[src/sv/tcp_byte_stream_reassembler_top_macros.svh]
// ----------------------------------------------------------------------------
// tcp_byte_stream_reassembler_top_macros
// assertion macros used by the reassembler datapath
// ----------------------------------------------------------------------------
`ifndef TCP_BYTE_STREAM_REASSEMBLER_TOP_MACROS_SVH
`define TCP_BYTE_STREAM_REASSEMBLER_TOP_MACROS_SVH

// same-cycle implication
`define TCPR_ASSERT_NOW(label, ante, cons, msg) \
  label: assert property (@(posedge clk) disable iff (rst) (ante) |-> (cons)) \
    else $error(msg);

// next-cycle implication
`define TCPR_ASSERT_NEXT(label, ante, cons, msg) \
  label: assert property (@(posedge clk) disable iff (rst) (ante) |=> (cons)) \
    else $error(msg);

`endif

[src/sv/tcpr_pkg.sv]
// ----------------------------------------------------------------------------
// tcpr_pkg
// shared types and constants of the byte stream reassembler
// ----------------------------------------------------------------------------
`default_nettype none

package tcpr_pkg;

  localparam int DEPTH_DEF = 64;
  localparam int IDX_W     = 64;
  localparam int DATA_W    = 8;
  localparam int SPACE_W   = 7;
  localparam int PEND_W    = 7;

  typedef enum logic [2:0] {
    ST_IDLE,
    ST_LIMIT,
    ST_CHECK,
    ST_READ,
    ST_EMIT,
    ST_EMPTY
  } state_t;

  typedef struct packed {
    logic capture;
    logic limit;
    logic check;
    logic rd;
    logic emit;
    logic empty;
  } cmd_t;

  typedef struct packed {
    logic seg_open;
    logic seg_end;
    logic slot_rdy;
    logic out_free;
  } status_t;

endpackage

`default_nettype wire

[src/sv/tcp_byte_stream_reassembler_top.sv]
// ----------------------------------------------------------------------------
// tcp_byte_stream_reassembler_top
// reassembles an in-order byte stream from tagged segment bytes
// ----------------------------------------------------------------------------
// usage
//   input channel seg_valid / seg_stall carries one byte per transaction with
//   its absolute stream index; segment_end closes a segment and starts a drain
//   output channel res_valid / res_stall returns the drained bytes in order,
//   or one empty result when nothing is contiguous; last_of_run marks the end
// sequence
//   a transaction inside a segment is captured, then window compared and
//   ring written; the first of a segment adds the window limit in between
//   a drain does a ring read, then a result load, per delivered byte,
//   or one empty result load; one transaction is handled at a time
//   first result follows the segment_end transaction through window check,
//   ring read and result load, after a limit add if it also opens its segment
// reset
//   rst clears all ready bits, pointers and counts at once; no clearing pass
// stall
//   a stalled result holds in the output register; the drain pauses and the
//   next transaction is taken once the drain of the current one is done
// ----------------------------------------------------------------------------
`default_nettype none

module tcp_byte_stream_reassembler_top #(
  parameter int DEPTH = tcpr_pkg::DEPTH_DEF
) (
  input  wire logic                         clk,
  input  wire logic                         rst,
  input  wire logic                         seg_valid,
  output logic                              seg_stall,
  input  wire logic                         has_byte,
  input  wire logic [tcpr_pkg::IDX_W-1:0]   stream_index,
  input  wire logic [tcpr_pkg::DATA_W-1:0]  data_byte,
  input  wire logic                         segment_end,
  input  wire logic                         final_segment,
  input  wire logic [tcpr_pkg::SPACE_W-1:0] window_space,
  output logic                              res_valid,
  input  wire logic                         res_stall,
  output logic                              byte_valid,
  output logic [tcpr_pkg::DATA_W-1:0]       out_byte,
  output logic                              last_of_run,
  output logic                              stream_closed,
  output logic [tcpr_pkg::PEND_W-1:0]       pending_count
);

  import tcpr_pkg::*;

  cmd_t    cmd;
  status_t status;

  tcpr_ctrl u_ctrl (
    .clk       (clk),
    .rst       (rst),
    .seg_valid (seg_valid),
    .seg_stall (seg_stall),
    .status    (status),
    .cmd       (cmd)
  );

  tcpr_dpath #(
    .DEPTH (DEPTH)
  ) u_dpath (
    .clk           (clk),
    .rst           (rst),
    .has_byte      (has_byte),
    .stream_index  (stream_index),
    .data_byte     (data_byte),
    .segment_end   (segment_end),
    .final_segment (final_segment),
    .window_space  (window_space),
    .cmd           (cmd),
    .status        (status),
    .res_valid     (res_valid),
    .res_stall     (res_stall),
    .byte_valid    (byte_valid),
    .out_byte      (out_byte),
    .last_of_run   (last_of_run),
    .stream_closed (stream_closed),
    .pending_count (pending_count)
  );

endmodule

`default_nettype wire

[src/sv/tcpr_ram.sv]
// ----------------------------------------------------------------------------
// tcpr_ram
// simple dual port ram, one write and one registered read port
// ----------------------------------------------------------------------------
`default_nettype none

module tcpr_ram #(
  parameter int WIDTH = 8,
  parameter int DEPTH = 64
) (
  input  wire logic                     clk,
  input  wire logic                     we,
  input  wire logic [$clog2(DEPTH)-1:0] waddr,
  input  wire logic [WIDTH-1:0]         wdata,
  input  wire logic                     re,
  input  wire logic [$clog2(DEPTH)-1:0] raddr,
  output logic      [WIDTH-1:0]         rdata
);

  logic [WIDTH-1:0] mem [DEPTH];

  always_ff @(posedge clk) begin
    if (we) begin
      mem[waddr] <= wdata;
    end
    if (re) begin
      rdata <= mem[raddr];
    end
  end

endmodule

`default_nettype wire

[src/sv/tcpr_ctrl.sv]
// ----------------------------------------------------------------------------
// tcpr_ctrl
// sequencer for insert, drain and result issue
// ----------------------------------------------------------------------------
`default_nettype none

module tcpr_ctrl (
  input  wire logic              clk,
  input  wire logic              rst,
  input  wire logic              seg_valid,
  output logic                   seg_stall,
  input  wire tcpr_pkg::status_t status,
  output tcpr_pkg::cmd_t         cmd
);

  import tcpr_pkg::*;

  state_t state;
  state_t state_next;

  always_ff @(posedge clk) begin
    if (rst) begin
      state <= ST_IDLE;
    end else begin
      state <= state_next;
    end
  end

  always_comb begin
    state_next = state;
    unique case (state)
      ST_IDLE: begin
        if (seg_valid) begin
          state_next = status.seg_open ? ST_CHECK : ST_LIMIT;
        end
      end
      ST_LIMIT: state_next = ST_CHECK;
      ST_CHECK: state_next = status.seg_end ? ST_READ : ST_IDLE;
      ST_READ:  state_next = status.slot_rdy ? ST_EMIT : ST_EMPTY;
      ST_EMIT: begin
        if (status.out_free) begin
          state_next = status.slot_rdy ? ST_READ : ST_IDLE;
        end
      end
      ST_EMPTY: begin
        if (status.out_free) begin
          state_next = ST_IDLE;
        end
      end
      default: state_next = ST_IDLE;
    endcase
  end

  always_comb begin
    cmd       = '0;
    seg_stall = 1'b1;
    unique case (state)
      ST_IDLE: begin
        seg_stall   = 1'b0;
        cmd.capture = seg_valid;
      end
      ST_LIMIT: cmd.limit = 1'b1;
      ST_CHECK: cmd.check = 1'b1;
      ST_READ:  cmd.rd    = status.slot_rdy;
      ST_EMIT:  cmd.emit  = status.out_free;
      ST_EMPTY: cmd.empty = status.out_free;
      default:  cmd       = '0;
    endcase
  end

endmodule

`default_nettype wire

[src/sv/tcpr_dpath.sv]
// ----------------------------------------------------------------------------
// tcpr_dpath
// window check, ring store, ready bits, stream pointers and result register
// ----------------------------------------------------------------------------
`default_nettype none

`include "tcp_byte_stream_reassembler_top_macros.svh"

module tcpr_dpath #(
  parameter int DEPTH = tcpr_pkg::DEPTH_DEF
) (
  input  wire logic                         clk,
  input  wire logic                         rst,
  input  wire logic                         has_byte,
  input  wire logic [tcpr_pkg::IDX_W-1:0]   stream_index,
  input  wire logic [tcpr_pkg::DATA_W-1:0]  data_byte,
  input  wire logic                         segment_end,
  input  wire logic                         final_segment,
  input  wire logic [tcpr_pkg::SPACE_W-1:0] window_space,
  input  wire tcpr_pkg::cmd_t               cmd,
  output tcpr_pkg::status_t                 status,
  output logic                              res_valid,
  input  wire logic                         res_stall,
  output logic                              byte_valid,
  output logic [tcpr_pkg::DATA_W-1:0]       out_byte,
  output logic                              last_of_run,
  output logic                              stream_closed,
  output logic [tcpr_pkg::PEND_W-1:0]       pending_count
);

  import tcpr_pkg::*;

  localparam int AW = $clog2(DEPTH);
  localparam int CW = $clog2(DEPTH + 1);
  localparam logic [AW:0]        DEPTH_W   = (AW + 1)'(DEPTH);
  localparam logic [AW-1:0]      LAST_SLOT = AW'(DEPTH - 1);
  localparam logic [SPACE_W-1:0] DEPTH_S   = SPACE_W'(DEPTH);

  // captured transaction
  logic               in_has;
  logic [IDX_W-1:0]   in_idx;
  logic [DATA_W-1:0]  in_data;
  logic               in_end;
  logic               in_fin;
  logic [SPACE_W-1:0] in_space;

  // stream state
  logic [DEPTH-1:0] ready;
  logic [IDX_W-1:0] next_expected;
  logic [AW-1:0]    read_slot;
  logic [CW-1:0]    count;
  logic [IDX_W-1:0] final_index;
  logic             final_known;
  logic [IDX_W-1:0] window_limit;
  logic             seg_open;

  logic [SPACE_W-1:0] space_c;
  logic [IDX_W:0]     limit_sum;
  logic [AW-1:0]      offset;
  logic [AW:0]        pos_sum;
  logic [AW:0]        pos_wide;
  logic [AW-1:0]      pos;
  logic               in_win;
  logic               hit;
  logic [DATA_W-1:0]  rdata;
  logic               out_free;
  logic               closed_now;

  always_ff @(posedge clk) begin
    if (cmd.capture) begin
      in_has   <= has_byte;
      in_idx   <= stream_index;
      in_data  <= data_byte;
      in_end   <= segment_end;
      in_fin   <= final_segment;
      in_space <= window_space;
    end
  end

  // clamped, saturating window limit
  assign space_c   = (in_space > DEPTH_S) ? DEPTH_S : in_space;
  assign limit_sum = {1'b0, next_expected} + (IDX_W + 1)'(space_c);

  // ring slot from the distance to the next expected byte
  assign offset   = in_idx[AW-1:0] - next_expected[AW-1:0];
  assign pos_sum  = {1'b0, read_slot} + {1'b0, offset};
  assign pos_wide = (pos_sum >= DEPTH_W) ? (pos_sum - DEPTH_W) : pos_sum;
  assign pos      = pos_wide[AW-1:0];

  assign in_win = in_has && (in_idx >= next_expected) && (in_idx < window_limit);
  assign hit    = cmd.check && in_win && !ready[pos];

  assign out_free   = !res_valid || !res_stall;
  assign closed_now = final_known && (next_expected == final_index);

  assign status.seg_open = seg_open;
  assign status.seg_end  = in_end;
  assign status.slot_rdy = ready[read_slot];
  assign status.out_free = out_free;

  tcpr_ram #(
    .WIDTH (DATA_W),
    .DEPTH (DEPTH)
  ) u_store (
    .clk   (clk),
    .we    (hit),
    .waddr (pos),
    .wdata (in_data),
    .re    (cmd.rd),
    .raddr (read_slot),
    .rdata (rdata)
  );

  always_ff @(posedge clk) begin
    if (cmd.limit) begin
      window_limit <= limit_sum[IDX_W] ? '1 : limit_sum[IDX_W-1:0];
    end
    if (cmd.check && in_end && in_fin) begin
      final_index <= in_idx + IDX_W'(in_has);
    end
  end

  always_ff @(posedge clk) begin
    if (rst) begin
      ready         <= '0;
      next_expected <= '0;
      read_slot     <= '0;
      count         <= '0;
      final_known   <= 1'b0;
      seg_open      <= 1'b0;
    end else begin
      if (cmd.limit) begin
        seg_open <= 1'b1;
      end
      if (cmd.check) begin
        if (in_end) begin
          seg_open <= 1'b0;
        end
        if (in_end && in_fin) begin
          final_known <= 1'b1;
        end
      end
      if (hit) begin
        ready[pos] <= 1'b1;
        count      <= count + 1'b1;
      end
      if (cmd.rd) begin
        ready[read_slot] <= 1'b0;
        count            <= count - 1'b1;
        next_expected    <= next_expected + 1'b1;
        read_slot        <= (read_slot == LAST_SLOT) ? '0 : read_slot + 1'b1;
      end
    end
  end

  // result register
  always_ff @(posedge clk) begin
    if (rst) begin
      res_valid <= 1'b0;
    end else if (cmd.emit || cmd.empty) begin
      res_valid <= 1'b1;
    end else if (!res_stall) begin
      res_valid <= 1'b0;
    end
  end

  always_ff @(posedge clk) begin
    if (cmd.emit) begin
      byte_valid    <= 1'b1;
      out_byte      <= rdata;
      last_of_run   <= !ready[read_slot];
      stream_closed <= closed_now;
      pending_count <= PEND_W'(count);
    end else if (cmd.empty) begin
      byte_valid    <= 1'b0;
      out_byte      <= '0;
      last_of_run   <= 1'b1;
      stream_closed <= closed_now;
      pending_count <= PEND_W'(count);
    end
  end

  `TCPR_ASSERT_NOW(a_count_match, 1'b1, count == CW'($countones(ready)),
    "stored count differs from ready bits")
  `TCPR_ASSERT_NOW(a_count_bound, 1'b1, count <= CW'(DEPTH),
    "stored count beyond ring depth")
  `TCPR_ASSERT_NEXT(a_drain_clears, cmd.rd, !ready[$past(read_slot)],
    "drained slot still ready")
  `TCPR_ASSERT_NOW(a_empty_last, res_valid && !byte_valid, last_of_run,
    "empty result not marked last")

endmodule

`default_nettype wire

[config.mk]
export PLATFORM = sky130hd
export DESIGN_NAME = tcp_byte_stream_reassembler_top
export DESIGN_NICKNAME = d
export VERILOG_FILES = /design/src/sv/tcpr_pkg.sv /design/src/sv/tcp_byte_stream_reassembler_top.sv /design/src/sv/tcpr_ram.sv /design/src/sv/tcpr_ctrl.sv /design/src/sv/tcpr_dpath.sv
export VERILOG_INCLUDE_DIRS = /design/src /design/src/sv
export SDC_FILE = /design/constraint.sdc
export NUM_CORES = 1
export LEC_CHECK = 0
export BUFFER_PORTS_ARGS = -buffer_cell sky130_fd_sc_hd__buf_2
export CORE_ASPECT_RATIO = 0.7
export CORE_MARGIN = 2
export CORE_UTILIZATION = 57
export DETAILED_ROUTE_END_ITERATION = 8
export MAX_ROUTING_LAYER = met4
export PLACE_DENSITY = 0.74
export SYNTH_ARGS = -nofsm -noshare
export SYNTH_HDL_FRONTEND = slang
export SYNTH_SLANG_ARGS = --single-unit
[constraint.sdc]
create_clock -name clk -period 5.8 [get_ports clk]
set_input_delay 1.45 -clock clk [delete_from_list [all_inputs] [get_ports clk]]
set_output_delay 1.45 -clock clk [all_outputs]
set_load 0.005 [all_outputs]
---- After elaboration in Yosys (flattened, before gate mapping) ----
Memories as Yosys holds them, arrays and structs flattened. A register that Yosys moved wholly into a read port is not among the register bits.
Index checks and enable logic that the tools add are counted.
storage, ports and cells
  register bits ........................... 375
  latch bits .............................. 0
  RAM bits ................................ 512
  memory bits (read-only) ................. 0
  memories kept ........................... 1
cells by class
  $add $sub $neg .......................... 9
  multipliers ............................. 0
  divide/modulo/power cells ............... 0
  order comparisons ....................... 8
  equal/unequal tests ..................... 11
  shifts and indexed selects .............. 0
  muxes and demuxes ....................... 46
  bitwise logic cells ..................... 3
  reduce and logical (&&, ||, !) cells .... 21
memory list
  memory               words  bits a word  rd ports  clocked after Yosys merged registers in  wr ports  RTL line        text
  u_dpath.u_store.mem  64     8            1         1                                        1         tcpr_ram.sv:20  logic [WIDTH-1:0] mem [DEPTH];
operator list
  operator                                              number
  2-to-1 mux 64 bit                                     3
  adder 64 x 7 -> 65 bit                                1
  adder 64 x 1 -> 64 bit                                1
  adder 64 x 1 -> 64 bit (second input constant)        1
  AND 64 bit                                            1
  equality test 64 bit                                  1
  >= comparator 64 bit                                  1
  < comparator 64 bit                                   1
  inverter 64 bit                                       1
  OR 64 bit                                             1
  2-to-1 mux 7 bit                                      5
  2-to-1 mux 1 bit                                      23
  case mux 3 bit (6 select lines)                       1
  2-to-1 mux 8 bit                                      2
  < comparator 6 x 7 -> 1 bit (second input constant)   2
  binary-select mux 1 bit (select 6 bit)                2
  demux 1 bit (select 6 bit)                            2
  >= comparator 6 x 1 -> 1 bit (second input constant)  2
  2-to-1 mux 6 bit                                      2
  logical AND 1 bit                                     10
  2-to-1 mux 3 bit                                      3
  adder 6 x 6 -> 7 bit                                  1
  adder 7 x 1 -> 7 bit (second input constant)          1
  >= comparator 7 bit (second input constant)           1
  other kinds (18)                                      29

---- Logic depth before layout (Yosys ltp) ----
Gate-level depths: netlist of run 1.
  depth after elaboration ................. 13
  depth in mapped cells ................... 20
  mapped depth without buffers ............ 16

---- By module ----
A second synthesis of run 1 with hierarchy kept.
unflattened totals
  cells, all modules ...................... 3180
  area total of the unflattened synthesis .. 42112.9 um^2
modules (own cells, without submodules)
  module      instances  cells each  area an instance (um^2)
  tcpr_dpath  1          2207        21623.2
  tcpr_ram    1          940         20246.9
  tcpr_ctrl   1          33          242.7

---- Least setup slack after synthesis of run 1 ----
OpenSTA, ideal clock, no wires.
  kind .................................... input port to flip-flop
  start point ............................. in seg_valid
  end point ............................... reg u_dpath.in_data[0] (enable)
  setup time .............................. 523 ps
  arrival time ............................ 4881 ps
  required time ........................... 5277 ps
  setup slack ............................. 396 ps
  stages on the path ...................... 2
  buffers on the path ..................... 0
  cell sequence ........................... inv_1 nor2_1
RTL lines
  element                 RTL line                               text
  start: declaration      tcp_byte_stream_reassembler_top.sv:30  input wire logic seg_valid,
  end signal: assignment  tcpr_dpath.sv:73                       in_data <= data_byte;
  end: declaration        tcpr_dpath.sv:42                       logic [DATA_W-1:0] in_data;

---- Final worst setup path of run 1 ----
  start point ............................. reg u_dpath.next_expected[0]
  end point ............................... mem u_dpath.u_store.mem[55][6] (enable)
on the way
  word-level cells in the longest chain between the ends .. 10
  elaborated cells between the ends (all ways) .. 15
  those cells by class .................... 3 x add/sub; 2 x order compare; 5 x mux; 5 x reduce/logical
RTL lines
  element                                                           RTL line           text
  start: declaration                                                tcpr_dpath.sv:49   logic [IDX_W-1:0] next_expected;
  start signal: assignment                                          tcpr_dpath.sv:150  next_expected <= next_expected + 1'b1;
  subtractor 6 bit                                                  tcpr_dpath.sv:85   assign offset = in_idx[AW-1:0] - next_expected[AW-1:0];
  adder 6 x 6 -> 7 bit                                              tcpr_dpath.sv:86   assign pos_sum = {1'b0, read_slot} + {1'b0, offset};
  subtractor 6 x 1 -> 6 bit or >= comparator 7 bit (tied branches)  tcpr_dpath.sv:87   assign pos_wide = (pos_sum >= DEPTH_W) ? (pos_sum - DEPTH_W) : pos_sum;
  2-to-1 mux 6 bit                                                  tcpr_dpath.sv:87
  binary-select mux 1 bit (select 6 bit)                            tcpr_dpath.sv:91   assign hit = cmd.check && in_win && !ready[pos];
  2-to-1 mux 1 bit (not written as such)                            tcpr_dpath.sv:91
  logical NOT 1 bit                                                 tcpr_dpath.sv:91
  logical AND 1 bit                                                 tcpr_dpath.sv:91
  2-to-1 mux 1 bit                                                  tcpr_ram.sv:23     if (we) begin
  2-to-1 mux 1 bit (not written as such)                            tcpr_ram.sv:24     mem[waddr] <= wdata;
  end: declaration                                                  tcpr_ram.sv:20
Several ways; a longest one is shown, not always the timed one. The select of a mux whose other input is x is not followed.

==> flow_metrics.env, run 1 <==
export IMPL_status="complete, no violations"
export IMPL_post_cts_buffers=0
export IMPL_max_slew_margin=0.0638
export IMPL_gp_congestion=1.08
export IMPL_finalHoldViolCount=0
export IMPL_rows=82
export IMPL_cts_root_buffer="clkbuf_16"
export IMPL_fin_util=0.641
export IMPL_antenna_found_initial=4
export IMPL_clock_sinks=895
export IMPL_area_delta_synth_final_pct=11.4
export IMPL_drive_gt1_frac=0.110
export IMPL_vias=31387
export IMPL_avgSynthCellArea_um2=12.2
export IMPL_synth_enable_flop_cells=747
export IMPL_layout_setup_ws_ps=418
export IMPL_clk_path_buf_depth=3
export IMPL_cp_end_kind="register"
export IMPL_syn_inst=3380
export IMPL_clk_pin_slew_ps=70
export IMPL_comb_power_share=0.125
export IMPL_clock_latency_ps=680
export IMPL_setup_viol=0
export IMPL_drtIter0Drc=5874
export IMPL_critPathKind="register to register"
export IMPL_synth_area_leaders="edfxtp_1 54%, dfxtp_1 7.2%, ha_1 4.5%, a22oi_1 3.0%, xnor2_1 2.6%"
export IMPL_min_period_ps=5380
export IMPL_yosys_area_top_type="edfxtp_1"
export IMPL_fin_hold_ws_ps=448
export IMPL_die_w_um=325
export IMPL_detail_route_wl_per_cell_um=30.0
export IMPL_drc=0
export IMPL_worst_ir_drop_vdd_mv=0.346
export IMPL_pwr_density_cell_mw_per_mm2=341
export IMPL_coreArea_mm2=0.0716
export IMPL_first_global_vias=28565
export IMPL_synth_flop_cell="edfxtp_1"
export IMPL_intPower_mw=11.5
export IMPL_final_common_cell="edfxtp_1"
export IMPL_cap_violations=0
export IMPL_ys_warn_count=0
export IMPL_ys_ff_latch=895
export IMPL_switchingPower_mw=4.16
export IMPL_syn_nets=3618
export IMPL_cp_required_ps=6090
export IMPL_design_die_area_mm2=0.0745
export IMPL_grt_pass1_wl_um=195000
export IMPL_globalRouteOverflowTotal=0
export IMPL_fmax_mhz=186
export IMPL_numCtsBuffers=82
export IMPL_drtAntennaViolNets=0
export IMPL_io_pins=106
export IMPL_hold_path_class="register to register"
export IMPL_finalNetCount=3703
export IMPL_synth_distinct_cells=80
export IMPL_start_util=0.576
export IMPL_crit_path_start_kind="register"
export IMPL_rsz0062_at_grt="false"
export IMPL_synth_top_area_share=0.544
export IMPL_cts_htree_levels=3
export IMPL_viasPerCell=6.97
export IMPL_die_h_um=229
export IMPL_seqPwrFrac=0.499
export IMPL_place_ws_ps=378
export IMPL_p_sw_frac=0.266
export IMPL_cp_max_fo=22
export IMPL_drt_pre_antenna_iters=7
export IMPL_dpl_hpwl_um=94200
export IMPL_arrival_ps=5670
export IMPL_io_buffers=105
export IMPL_mostFrequentLayoutCells="747 x edfxtp_1, 199 x nand2_1, 193 x nor2_1, 187 x inv_1, 167 x a22oi_1"
export IMPL_slew_violations=0
export IMPL_min_period_over_period=0.928
export IMPL_dpl_cell_area_mm2=0.0430
export IMPL_ys_async_sr_fraction=0
export IMPL_p_leak_nw=15.2
export IMPL_fin_area_mm2=0.0459
export IMPL_nFillCells=5462
export IMPL_worst_pin_slew_ps=1390
export IMPL_final_setup_tns_ps=0
export IMPL_yosysSeqAreaShare=0.616
export IMPL_grt_max_degree=76
export IMPL_pwr_share_clk=0.376
export IMPL_track_usage=0.367
export IMPL_tritoncts="yes"
export IMPL_syn_cell_area_mm2=0.0412
export IMPL_wirelength_um=135000
export IMPL_fin_skew_ps=34.2
[power by group through the flow]
stage	Clock (mW)	Sequential, mW	Combinational, mW
global route	6.15	7.83	2.13
floorplan	0	7.94	1.05
detailed placement	0	7.93	1.89
finish	5.88	7.81	1.95
CTS	5.89	7.80	1.90
global placement	0	7.93	1.82
[critical path, cell delays in order, from the launching register on]
cell and delay, ps:
dfxtp_1 470, ha_1 230, inv_1 60, fa_1 410, xor2_1 190, ha_1 390
xnor2_2 500, buf_4 320, mux2i_1 210, o22ai_1 110, nor4_1 230, o21ai_0 190
mux2_2 330, or4_4 740, nor2_1 610
[worst paths after layout]
check                                        startpoint                                   end  slack, ps  depth (start not counted)
setup / recovery  u_dpath.next_expected[0]$_SDFFE_PP0P_  u_dpath.u_store.mem[55][6]$_DFFE_PP_        420                         14
hold / removal          u_dpath.byte_valid$_SDFFE_PP1P_       u_dpath.byte_valid$_SDFFE_PP1P_        450                          1
setup reg to reg  u_dpath.next_expected[0]$_SDFFE_PP0P_  u_dpath.u_store.mem[55][6]$_DFFE_PP_        420                         14
hold reg to reg         u_dpath.byte_valid$_SDFFE_PP1P_       u_dpath.byte_valid$_SDFFE_PP1P_        450                          1
[cells in the mapped netlist, types with 113 or more instances]
| cell | count |
|---|---|
| a21oi_1 | 152 |
| o21ai_0 | 140 |
| nand2_1 | 199 |
| xnor2_1 | 121 |
| a22oi_1 | 167 |
| inv_1 | 188 |
| edfxtp_1 | 747 |
| ha_1 | 148 |
| nand3_1 | 113 |
| clkbuf_1 | 144 |
| nor2_1 | 196 |
| dfxtp_1 | 148 |
[repair_timing]
action | 4_1_cts | 5_1_grt
resized for setup | 0 | 1
setup endpoints to repair | 0 | 90
endpoints found under the hold margin | 0 | 0
hold buffers | 0 | 0
[cells by family (layout without fill, tap and decap cells)]
kind of cell | count (synthesis) | after routing | share of synthesized area
DFF | 895 | 895 | 0.616
muxes | 40 | 40 | 0.0134
xor gates and xnor gates | 169 | 169 | 0.0359
AOI/OAI and AO/OA | 829 | 829 | 0.139
other | 0 | 5 | 0
adders and majority gates | 152 | 152 | 0.0469
buffers and inverters | 387 | 540 | 0.0363
and+or+nand+nor | 908 | 908 | 0.113
[metal layers]
metal	vias to the layer above	share of wire	global-route usage
li1	13204	-	-
met1	15343	0.42	0.562
met2	2594	0.38	0.447
met3	246	0.18	0.159
met4	0	0.019	0.0652
met5	-	0	-
[registers in the layout, summed over array words and instances (netlist names), 6 cells and up]
name,cells
u_dpath.u_store.mem,512
u_dpath.read_slot,6
u_dpath.final_index,64
u_dpath.in_data,8
u_dpath.in_space,7
u_dpath.window_limit,64
u_dpath.u_store.rdata,8
u_dpath.out_byte,8
u_dpath.count,7
u_dpath.in_idx,64
u_dpath.next_expected,64
u_dpath.ready,64
u_dpath.pending_count,7
[final cells by class]
type | instances | area [µm²] | area share
Clock buffer | 97 | 2160 | 0.0470
Clock inverter | 55 | 742 | 0.0162
Multi-Input combinational cell | 2098 | 14400 | 0.314
Antenna cell | 5 | 12.5 | 0.000272
Sequential cell | 895 | 25400 | 0.553
Timing Repair Buffer | 196 | 1260 | 0.0275
Inverter | 192 | 721 | 0.0157
Tap cell | 966 | 1210 | 0.0263
[through the flow]
step	std cells	total power [mW]
after floorplan	3380	8.99
after global placement	4347	9.74
after detailed placement	4347	9.83
after CTS	4499	15.6
after global routing	4502	16.1
final	4504	15.7
Power figures use the tool's default switching activity.
==> run 2, diff against run 1 <==
CTS_BUF_LIST = sky130_fd_sc_hd__clkbuf_4   (was unset)
==> run 2 against run 1 <==
  * Sequential share of layout area is 0.35 points higher
  * Non-clock buffer count is the same
  * Die area unchanged
  * Flip-flop and latch count stayed put
  * Critical endpoint is now u_dpath.u_store.mem[55][0]$_DFFE_PP_
  * Largest cell class unchanged
  * Global-route usage grew 0.32 points
  * Cell area fell by 0.63%
  * Combinational power about the same
==> flow_metrics.env, run 2 (synthesized netlist as in run 1, its figures left out) <==
export IMPL_hold_path_class="register to register"
export IMPL_pwr_density_cell_mw_per_mm2=324
export IMPL_crit_end="u_dpath.u_store.mem[55][0]$_DFFE_PP_"
export IMPL_min_period_over_period=0.925
export IMPL_drc=0
export IMPL_worst_pin_slew_ps=1380
export IMPL_cap_violations=0
export IMPL_timing_rr_end="u_dpath.u_store.mem[55][0]$_DFFE_PP_"
export IMPL_cp_end_kind="register"
export IMPL_drt_pre_antenna_iters=8
export IMPL_rows=82
export IMPL_wirelength_um=136000
export IMPL_r2r_start="u_dpath.next_expected[0]$_SDFFE_PP0P_"
export IMPL_clk_path_buf_depth=3
export IMPL_design_die_area_mm2=0.0745
export IMPL_gp_congestion=1.08
export IMPL_reg2reg_setup_slack_ps=430
export IMPL_grt_max_degree=76
export IMPL_r2r_cells=14
export IMPL_first_global_vias=29548
export IMPL_finalNetCount=3823
export IMPL_largest_reg_flops=512
export IMPL_fin_skew_ps=96.9
export IMPL_final_setup_tns_ps=0
export IMPL_cts_htree_levels=4
export IMPL_finalHoldViolCount=0
export IMPL_min_period_ps=5370
export IMPL_numCtsBuffers=202
export IMPL_critPathLaunch="u_dpath.next_expected[0]$_SDFFE_PP0P_"
export IMPL_max_slew_margin=0.0808
export IMPL_worst_ir_drop_vdd_mv=0.400
export IMPL_grt_pass1_wl_um=197000
export IMPL_final_common_cell="edfxtp_1"
export IMPL_cp_required_ps=6460
export IMPL_clk_pin_slew_ps=80
export IMPL_die_w_um=325
export IMPL_stdcell_count=4724
export IMPL_p_leak_nw=15.3
export IMPL_fmax_mhz=186
export IMPL_die_h_um=229
export IMPL_top_register="u_dpath.u_store.mem"
export IMPL_antenna_found_initial=10
export IMPL_drtAntennaViolNets=0
export IMPL_cp_max_fo=22
export IMPL_place_inst=4347
export IMPL_cts_root_buffer="clkbuf_4"
export IMPL_critPathKind="register to register"
export IMPL_viasPerCell=6.79
export IMPL_detail_route_wl_per_cell_um=28.8
export IMPL_clock_latency_ps=1120
export IMPL_dpl_hpwl_um=94200
export IMPL_min_from="u_dpath.byte_valid$_SDFFE_PP1P_"
export IMPL_crit_path_start_kind="register"
export IMPL_finalPower_mw=14.8
export IMPL_io_pins=106
export IMPL_track_usage=0.370
export IMPL_globalRouteOverflowTotal=0
export IMPL_status="complete, no violations"
export IMPL_drtIter0Drc=5952
export IMPL_vias=32080
export IMPL_io_buffers=105
export IMPL_mostFrequentLayoutCells="747 x edfxtp_1, 307 x clkbuf_4, 199 x nand2_1, 193 x nor2_1, 187 x inv_1"
export IMPL_drive_gt1_frac=0.157
export IMPL_area_delta_synth_final_pct=10.7
export IMPL_post_cts_buffers=0
export IMPL_arrival_ps=6030
export IMPL_slew_violations=0
export IMPL_clock_sinks=895
export IMPL_start_util=0.576
export IMPL_rsz0062_at_grt="false"
export IMPL_setup_viol=0
export IMPL_coreArea_mm2=0.0716
export IMPL_tritoncts="yes"
## run 2: changes by cell type in the layout (fill, tap and decap cells not counted), sizes merged
| cell | before | now |
|---|---|---|
| clkbuf | 97 | 307 |
| clkinv | 31 | 53 |
| bufinv | 15 | 0 |
| diode | 5 | 10 |
| clkinvlp | 6 | 2 |
| inv | 195 | 197 |
## run 2: metrics by stage
stage | cell area (µm²) | worst slack, ps | hold slack (ps) | utilization
after floorplan | 41200 | 396 | 426 | -
after CTS | 45600 | 330 | 447 | 0.637
final | 45700 | 434 | 450 | 0.637
after global placement | 43000 | 606 | 430 | 0.601
after detailed placement | 43000 | 378 | 437 | 0.601
after global routing | 45600 | 179 | 465 | 0.637
## run 2: worst min path at each step
stage	end	slack, ps	cells after the start
2_1_floorplan	u_dpath.pending_count[5]$_DFFE_PP_	430	0
3_3_place_gp	u_dpath.byte_valid$_SDFFE_PP1P_	430	1
3_5_place_dp	u_dpath.byte_valid$_SDFFE_PP1P_	440	1
4_1_cts	u_dpath.in_idx[39]$_DFFE_PP_	450	1
5_1_grt	u_dpath.in_data[2]$_DFFE_PP_	460	1
6_report	u_dpath.byte_valid$_SDFFE_PP1P_	450	1
## run 2: power breakdown
part	switching [mW]	total, mW	internal (mW)
Clock	2.59	5.02	2.43
Combinational	1.36	1.95	0.591
Sequential	0.277	7.81	7.53
## run 2: layer usage
layer | GRT usage | routed length [µm] | part of all wire
met3 | 0.171 | 25500 | 0.19
met5 | - | 0 | 0
met2 | 0.444 | 51200 | 0.38
met1 | 0.557 | 56900 | 0.42
met4 | 0.0870 | 2570 | 0.019
## run 2: area by class of cell
cell class                 instances  area [µm²]
fill                            5603       26000
tap                              966        1210
sequential                       895       25400
timing repair buffer             196        1260
antenna                           10        25.0
multi-input combinational       2098       14400
clock inverter                    60         297
inverter                         192         721
clock buffer                     307        2300
## run 2: worst max-delay path, cell delays in order (launching register included)
cell	delay [ps]
dfxtp_1	470
ha_1	230
inv_1	60
fa_1	410
xor2_1	190
ha_1	380
xnor2_2	490
buf_4	320
mux2i_1	220
o22ai_1	110
nor4_1	210
o21ai_0	180
mux2_2	330
or4_4	750
nor2_1	610
## run 2: timing repair
item / 4_1_cts / 5_1_grt
gates resized for setup: 0 / 1
hold buffers: 0 / 0
setup endpoints to repair: 0 / 103
